--- src/rtl/mac_pkg.sv ---
// ----------------------------------------------------------------------------
// mac_pkg
// shared types and default sizes of the moving average crossover block
// ----------------------------------------------------------------------------
package mac_pkg;

    localparam int MAC_SHORT_WINDOW = 50;
    localparam int MAC_LONG_WINDOW  = 200;
    localparam int MAC_PRICE_BITS   = 24;

    // stage load strobes of the constant divider
    typedef struct packed {
        logic ld_quo;
        logic ld_rem;
    } t_div_ctl;

endpackage

--- src/rtl/mac_cdiv.sv ---
// ----------------------------------------------------------------------------
// mac_cdiv
// two-stage divide by a constant: reciprocal multiply, then one correction
// ----------------------------------------------------------------------------
module mac_cdiv
    import mac_pkg::*;
#(
    parameter int DIVISOR  = MAC_SHORT_WINDOW,
    parameter int SUM_BITS = MAC_PRICE_BITS + 8,
    parameter int QUO_BITS = MAC_PRICE_BITS
) (
    input  logic                i_clk,
    input  t_div_ctl            i_ctl,
    input  logic [SUM_BITS-1:0] i_sum,
    output logic [QUO_BITS-1:0] o_quo
);

    localparam int MW = SUM_BITS + 1;
    localparam int PW = SUM_BITS + MW;
    localparam int DW = $clog2(DIVISOR + 1);
    localparam longint unsigned RECIP_L = (64'd1 << SUM_BITS) / DIVISOR;
    localparam logic [MW-1:0]   RECIP   = MW'(RECIP_L);
    localparam logic [DW-1:0]   DIV_C   = DW'(DIVISOR);

    logic [PW-1:0]            prod;
    logic [SUM_BITS+DW-1:0]   qd;
    logic [SUM_BITS-1:0]      rem_full;
    logic [SUM_BITS-1:0]      r_q0;
    logic [SUM_BITS-1:0]      r_sum;
    logic [QUO_BITS-1:0]      r_q1;
    logic [DW:0]              r_rem;

    // estimate is the true quotient or one below it
    assign prod     = PW'(i_sum) * PW'(RECIP);
    assign qd       = (SUM_BITS + DW)'(r_q0) * (SUM_BITS + DW)'(DIV_C);
    assign rem_full = r_sum - qd[SUM_BITS-1:0];

    always_ff @(posedge i_clk) begin
        if (i_ctl.ld_quo) begin
            r_q0  <= prod[2*SUM_BITS-1:SUM_BITS];
            r_sum <= i_sum;
        end
        if (i_ctl.ld_rem) begin
            r_q1  <= r_q0[QUO_BITS-1:0];
            r_rem <= rem_full[DW:0];
        end
    end

    assign o_quo = (r_rem >= (DW + 1)'(DIVISOR)) ? r_q1 + QUO_BITS'(1) : r_q1;

endmodule

--- config.mk ---
export PLATFORM = sky130hd
export DESIGN_NAME = mac_cdiv
export DESIGN_NICKNAME = d
export VERILOG_FILES = /design/src/rtl/mac_pkg.sv /design/src/rtl/mac_cdiv.sv
export SDC_FILE = /design/constraint.sdc
export NUM_CORES = 1
export LEC_CHECK = 0
export BUFFER_PORTS_ARGS = -buffer_cell sky130_fd_sc_hd__buf_2
export CELL_PAD_IN_SITES_DETAIL_PLACEMENT = 1
export CELL_PAD_IN_SITES_GLOBAL_PLACEMENT = 1
export CORE_ASPECT_RATIO = 0.7
export CORE_MARGIN = 4
export CORE_UTILIZATION = 37
export DETAILED_ROUTE_END_ITERATION = 6
export PLACE_DENSITY = 0.66
export SETUP_SLACK_MARGIN = 0.15
export SYNTH_ARGS = -nofsm -noshare
export SYNTH_HDL_FRONTEND = slang
export SYNTH_SLANG_ARGS = --single-unit
--- constraint.sdc ---
create_clock -name i_clk -period 6.3 [get_ports i_clk]
set_input_delay 0.315 -clock i_clk [delete_from_list [all_inputs] [get_ports i_clk]]
set_output_delay 0.315 -clock i_clk [all_outputs]
set_load 0.01 [all_outputs]
# Word level (Yosys, flattened, before mapping)
# Cells that the tools add are included.
# word_totals
mem_bits_ro	0
input_bits	35
mem_bits_rw	0
latch_bits	0
out_inout_bits	24
register_bits	65
n_memories	0
word_cells	10
# op_classes
div	0
eq_ne	0
n_lt_le_gt_ge	1
bitwise_logic	0
mux	1
n_shift	0
n_reduce_logical	0
n_addsub	2
multipliers	2
# op_table
op	count
$mul 32x27->59 const B	1
$mul 27x5->6 const B	1
$add 24x1->24 const B	1
$mux 24	1
$ge 7x6->1 const B	1
$sub 7x7->7	1

# Longest topological paths before layout
# Gate-level depths: netlist of run 1.
# depth
ltp_word	2
ltp_mapped	23
depth_no_buf	23

# Worst setup path after synthesis of run 1
# No wires, ideal clock.
# synth_path
path_type	input to register
start	input port i_sum[12]
end	register r_q0[10], data pin
stages	22
setup_time_ns	0.265
required_ns	6.035
path_buffers	0
slack_ns	0.224
arrival_ns	5.811
cell_sequence	inv_1 -> fa_1 -> inv_1 -> ha_1 -> inv_1 -> fa_1 -> inv_1 -> fa_1 -> fa_1 -> fa_1 -> inv_1 -> fa_1 -> inv_1 -> ha_1 -> a21oi_1 -> o21ai_0 -> nor4bb_1 -> a21oi_4 -> a21oi_2 -> o21a_4 -> o21ai_0 -> xor2_1
# synth_via
elab_chain_cells	1
# synth_rtl
element	line_no	text
from (decl)	mac_cdiv.sv:14	input logic [SUM_BITS-1:0] i_sum,
$mul 32x27->59	mac_cdiv.sv:34	assign prod = PW'(i_sum) * PW'(RECIP);
named net prod[42]	mac_cdiv.sv:25	logic [PW-1:0] prod;
to (signal assigned)	mac_cdiv.sv:40	r_q0 <= prod[2*SUM_BITS-1:SUM_BITS];
to (decl)	mac_cdiv.sv:28	logic [SUM_BITS-1:0] r_q0;
# The timed path passes the listed nets, and every way through them passes these cells.
# A chain may end at the register's enable or synchronous reset.

# Worst setup path in the final report of run 1
# layout_path
start	input port i_sum[13]
end	register r_q0[23], data pin
# The elaborated chain is that of the path after synthesis.

==> results by group, run 1 <==
Placed design
  • Post-DP Area: 0.0180 mm2
  • DPL Wire Length: 44000 um
  • Gp weighted congestion: 0.971
  • Port Buf Inserts: 58

Global routing
  • Vias in the first global route: 12594
  • Gr usage total: 20.8%
  • First-pass GRT wire length: 74100 um
  • Grt ovf: 0
  • Largest net degree at the start of global routing: 31
  • Antenna violations before repair: 0

STA
  • Fin. max-slew vios: 0
  • Tmin final: 6.00 ns
  • Final Hold Fails: 0
  • Period utilization: 95.3%
  • Clk_skew: 0.00472 ns
  • RSZ-0062 raised after global routing: yes
  • WHS: 0.404 ns
  • Final setup vio count: 0
  • Slew HR: 54.3%
  • Fmax: 167 MHz
  • Slew @ Worst Pin: ~0.7 ns

Clock tree
  • Clk root buf: clkbuf_16
  • Clk buf depth: 2
  • Clock Sinks: 60
  • Clk slew on worst S/H paths: 0.05 ns
  • H-tree Lvls: 3
  • TritonCTS Buffers: 9
  • CTS tree: yes
  • Worst-skew pair later-pin latency: approximately 0.32 ns
  • Hold Buf Count CTS: 0

Worst setup path
  • Startpoint types: input pin
  • Setup crit end kind: register
  • CP Data Required Time: 6.48 ns
  • Reg2Reg Setup Slack: around 4 ns
  • Setup CP Type: in -> reg
  • Crit-path max FO: 6
  • Arr. time, crit path: 6.19 ns

Drt
  • DRC: 0
  • 1st-iter DRT viols: 558
  • Routed Antenna Nets: 0
  • Routed WL: 47900 um
  • WL/cell: 21.1 um
  • Vias per Instance: 4.87
  • TritonRoute pass-1 iters: 5
  • Vias: 11078

Layout
  • FILL cells: ~4800
  • Commonest non-fill, non-tap cells in the layout: 462 x inv_1, 320 x ha_1, 291 x fa_1
  • Fin area: 0.0186 mm2
  • Synthesis-to-finish area growth: 16.7%
  • Commonest non-fill, non-tap cell in the layout: inv_1
  • NumNets Final: 2388
  • Final Util: 43.8%
  • Fraction of layout cells with a size suffix above 1: 15.8%

Die
  • Initial core utilization: a little under two fifths
  • Std-Cell Core Area: between 0.04 and 0.05 mm2
  • Chip Width: 256 um
  • Die Ht: 182 um
  • Die area: 0.0466 mm2
  • Rows: 63
  • I/O Pins: 59

Synthesis
  • Asr flop ratio synth: 0%
  • Register bit total from synthesis: 60
  • Top_reg_cell synth: edfxtp_1
  • Post-synth EDFFs: 60
  • Sequential element share of the synthesized area: 11.3%
  • Syn Inst Count: about 1500
  • Syn Area/Cell: 10.5 um2
  • Syn. warnings: 0
  • Cell area after synthesis: 0.0160 mm2
  • Post-Syn Nets: roughly 2200
  • Netlist cell types: 49

Run
  • Max-cap viol count: 0

Hold path
  • HP Class: in -> reg

Status
  • Status: completed
[stage by stage]
| stage | std cells | setup TNS, ns | setup WS, ns |
|---|---|---|---|
| final | 2274 | 0 | 0.296 |
| after global routing | 2273 | 0 | 0.0595 |
| after CTS | 2272 | 0 | 0.126 |
| after detailed placement | 2257 | -3.46 | -0.423 |
| after global placement | 2257 | -2.33 | -0.351 |
| after floorplan | 1514 | 0 | 0.224 |
[kinds of logic after synthesis]
logic type	count (synthesis)	synth area share, %
adders and majority gates	636	64.0
muxes	1	0.0706
AOI/OAI and AO/OA	136	5.46
DFF	60	11.3
and+or+nand+nor	147	4.59
buffers and inverters	471	11.1
xor gates and xnor gates	63	3.46
[flip-flops by register name (all words and copies together), names as in the netlist]
register	cells
r_q0	24
r_q1	24
r_rem	6
r_sum	6
[routing by layer]
layer  up-vias  routed length (um)  part of all wire (%)  GRT usage (%)
met5         -                   0                     0              0
met4         0                 566                   1.2           3.00
met3        32                3380                   7.1           5.67
met2       211               19900                    42           30.4
met1      5675               24000                    50           31.6
li1       5160                   -                     -              -
[repair_timing]
action / CTS / global route
resized for setup: 6 / 71
setup buffers: 0 / 1
pin swaps: 0 / 31
setup endpoints to repair: 7 / 16
[critical path, stage by stage]
cell and delay, ns:
buf_2 0.11, buf_4 0.17, ha_1 0.34, fa_1 0.50, fa_2 0.56, fa_1 0.43
fa_1 0.50, fa_1 0.55, inv_1 0.06, fa_1 0.53, inv_1 0.04, ha_1 0.33
nand2_2 0.12, a21oi_2 0.13, nand2_1 0.05, nor4bb_1 0.14, buf_4 0.15, a21oi_4 0.23
a21oi_2 0.11, o21a_4 0.23, or4_1 0.50, nand4_1 0.09
[cells in the mapped netlist (7+ instances only)]
cell type	instances	area (um2)
a21o_1	15	113
a21oi_1	50	250
a31oi_1	7	43.8
edfxtp_1	60	1800
fa_1	301	6030
ha_1	335	4190
inv_1	465	1750
nand2_1	44	165
nand3_1	14	70.1
nand4_1	18	113
nor2_1	28	105
nor2b_1	9	56.3
nor3_1	7	35.0
o211ai_1	9	67.6
o21ai_0	23	115
xnor2_1	49	429
xor2_1	14	123
[cell type report]
type	count	area, um2	area share, %
inverters	465	1750	9.37
clock inverters	6	56.3	0.302
diodes	1	2.50	0.0134
well taps	552	691	3.71
multi-input cells	983	12700	68.2
clock buffers	9	225	1.21
repair buffers	198	1400	7.50
flip-flops and latches	60	1800	9.67
[final timing paths]
path         startpoint  endpoint  depth (start not counted)
max reg2reg     r_q0[1]  r_rem[6]                          7
min            i_sum[4]  r_sum[4]                          2
min reg2reg    r_q0[10]  r_q1[10]                          0
max           i_sum[13]  r_q0[23]                         22
Power of run 1 is not shown: default switching activity piles up to over one toggle a cycle in this logic, so the estimate is an artifact.
==> run 2, diff against run 1 <==
--- a/config.mk
+++ b/config.mk
@@ -10,9 +10,9 @@
 export CELL_PAD_IN_SITES_GLOBAL_PLACEMENT = 1
 export CORE_ASPECT_RATIO = 0.7
 export CORE_MARGIN = 4
-export CORE_UTILIZATION = 37
+export CORE_UTILIZATION = 48
 export DETAILED_ROUTE_END_ITERATION = 6
-export PLACE_DENSITY = 0.66
+export PLACE_DENSITY = 0.81
 export SETUP_SLACK_MARGIN = 0.15
 export SYNTH_ARGS = -nofsm -noshare
 export SYNTH_HDL_FRONTEND = slang
==> run 2 against run 1 <==
  * The flow now finishes with violations (negative setup slack)
  * Setup slack lost 0.33 ns
  * Flip-flop and latch count is the same
  * Hold slack lost 0.039 ns
  * Final cell count shrank 6.2%
  * Fmax shrank 5.2%
  * Via count grew 5.4%
  * Global-route usage grew 6.9 points
  * First-iteration DRC count grew 21%
  * Clock skew shrank 0.00070 ns
  * Routed wire length grew 8.3%
  * Die area shrank 22%
  * Core utilization grew 13 points
==> results by group, run 2 (synthesis gave the netlist of run 1 again) <==
STA
  • Period utilization: 100%
  • Slew @ Worst Pin: 0.702 ns
  • Clk_skew: 0.00402 ns
  • Final setup vio count: 1
  • Tmin final: around 6.3 ns
  • Setup_tns: -0.0308 ns
  • Slew HR: 53.2%
  • Fmax: 158 MHz
  • Worst Slack Setup Final: -0.0308 ns
  • Final Hold Fails: 0
  • Fin. max-slew vios: 0

Clock tree
  • Clk slew on worst S/H paths: 0.05 ns
  • Worst-skew pair later-pin latency: 0.33 ns
  • H-tree Lvls: 3
  • Clock Sinks: 60
  • CTS tree: yes
  • Clk root buf: clkbuf_16
  • TritonCTS Buffers: 9
  • Clk buf depth: 2

Layout
  • FILL cells: between 3000 and 4000
  • NumNets Final: 2370
  • Synthesis-to-finish area growth: 16.0%
  • Fraction of layout cells with a size suffix above 1: between 10% and 20%
  • Commonest non-fill, non-tap cells in the layout: 454 x inv_1, 314 x ha_1, 292 x fa_1
  • Largest registers: r_q0: 24 flops, r_q1: 24 flops
  • Commonest non-fill, non-tap cell in the layout: inv_1

Worst setup path
  • Crit-path max FO: 7
  • Arr. time, crit path: 6.40 ns
  • Beginning of the worst register-to-register path: r_q0[0]
  • Setup crit end kind: register
  • Startpoint types: input pin
  • Reg2Reg Setup Slack: 4.07 ns
  • Reg2reg path depth: 7
  • FF-to-FF End: r_rem[6]
  • CP Data Required Time: 6.37 ns
  • Setup CP Type: in -> reg

Drt
  • Vias: 11681
  • DRC: 0
  • Vias per Instance: 5.48
  • TritonRoute pass-1 iters: 5
  • Routed WL: just over 50000 um
  • 1st-iter DRT viols: 673
  • Routed Antenna Nets: 0
  • WL/cell: around 24 um

Global routing
  • Largest net degree at the start of global routing: 31
  • Vias in the first global route: 13270
  • Gr usage total: ~28%
  • Antenna violations before repair: 0
  • First-pass GRT wire length: 75800 um
  • Grt ovf: 0

Die
  • Die area: 0.0363 mm2
  • Die Ht: 161 um
  • I/O Pins: 59
  • Rows: 55
  • Chip Width: 226 um
  • Std-Cell Core Area: 0.0326 mm2
  • Initial core utilization: 49.0%

Placed design
  • Gp weighted congestion: 0.993
  • DPL Wire Length: 44800 um
  • Port Buf Inserts: 58

Hold path
  • Worst hold path depth: 2
  • HP Class: in -> reg
  • WHS Endpoint: r_sum[3]
  • Min-delay src: i_sum[3]

Run
  • Max-cap viol count: 0

Status
  • Status: finished with violations
  • Failing checks: negative setup slack
==> run 2: how the worst max path moves through the flow <==
stage / depth (start not counted) / to / from / slack (ns)
6_report: 22 / r_q0[17] / i_sum[9] / -0.03
3_3_place_gp: 24 / r_q0[17] / i_sum[10] / -0.34
5_1_grt: 22 / r_q0[17] / i_sum[16] / -0.1
2_1_floorplan: 22 / r_q0[10] / i_sum[12] / 0.22
4_1_cts: 23 / r_q0[17] / i_sum[7] / 0.15
3_5_place_dp: 24 / r_q0[17] / i_sum[10] / -0.53
==> run 2: stage by stage <==
stage               hold slack [ns]  cells  utilization [%]  setup slack, ns  instance area (um2)
floorplan                     0.400   1514                -            0.224                16000
global placement              0.410   2111             54.3           -0.340                17700
detailed placement            0.408   2111             54.3           -0.535                17700
CTS                           0.349   2128             55.4            0.152                18000
global route                  0.359   2131             56.8          -0.0955                18500
finish                        0.365   2133             56.8          -0.0308                18500
==> run 2: cell type report <==
class | instances | area (um2) | share of cell area, %
clock inverters | 7 | 67.6 | 0.365
repair buffers | 180 | 1260 | 6.81
flip-flops and latches | 60 | 1800 | 9.74
inverters | 465 | 1750 | 9.43
well taps | 427 | 534 | 2.89
clock buffers | 9 | 225 | 1.22
diodes | 2 | 5.00 | 0.0271
multi-input cells | 983 | 12900 | 69.5
==> run 2: what timing repair did <==
| item | in CTS | in global routing |
|---|---|---|
| hold buffers | 0 | 0 |
| gates resized for setup | 18 | 82 |
| setup endpoints to repair | 13 | 17 |
| pin swaps | 7 | 53 |
| endpoints found under the hold margin | 0 | 0 |
| setup buffers | 1 | 3 |
==> run 2: metal layers <==
layer | wire [um] | track usage (%) | up-vias
met1 | 21900 | 37.8 | 6072
met5 | 0 | 0 | -
met3 | 4230 | 8.84 | 91
met2 | 24400 | 44.2 | 389
met4 | 1360 | 5.51 | 0
li1 | - | - | 5129
==> run 2: worst max-delay path, stage by stage <==
cell and delay, ns:
clkbuf_4 0.23, buf_4 0.16, fa_2 0.43, ha_1 0.26
fa_1 0.54, fa_1 0.62, fa_1 0.46, fa_1 0.54
inv_1 0.05, fa_1 0.53, inv_1 0.07, ha_4 0.25
a21oi_2 0.21, o21ai_2 0.12, o211ai_1 0.37, nand4_1 0.25
o21ai_2 0.24, buf_4 0.15, nor2_4 0.03, a211o_1 0.27
a31oi_1 0.19, xnor2_1 0.10
Power of run 2 is left out for the same reason.
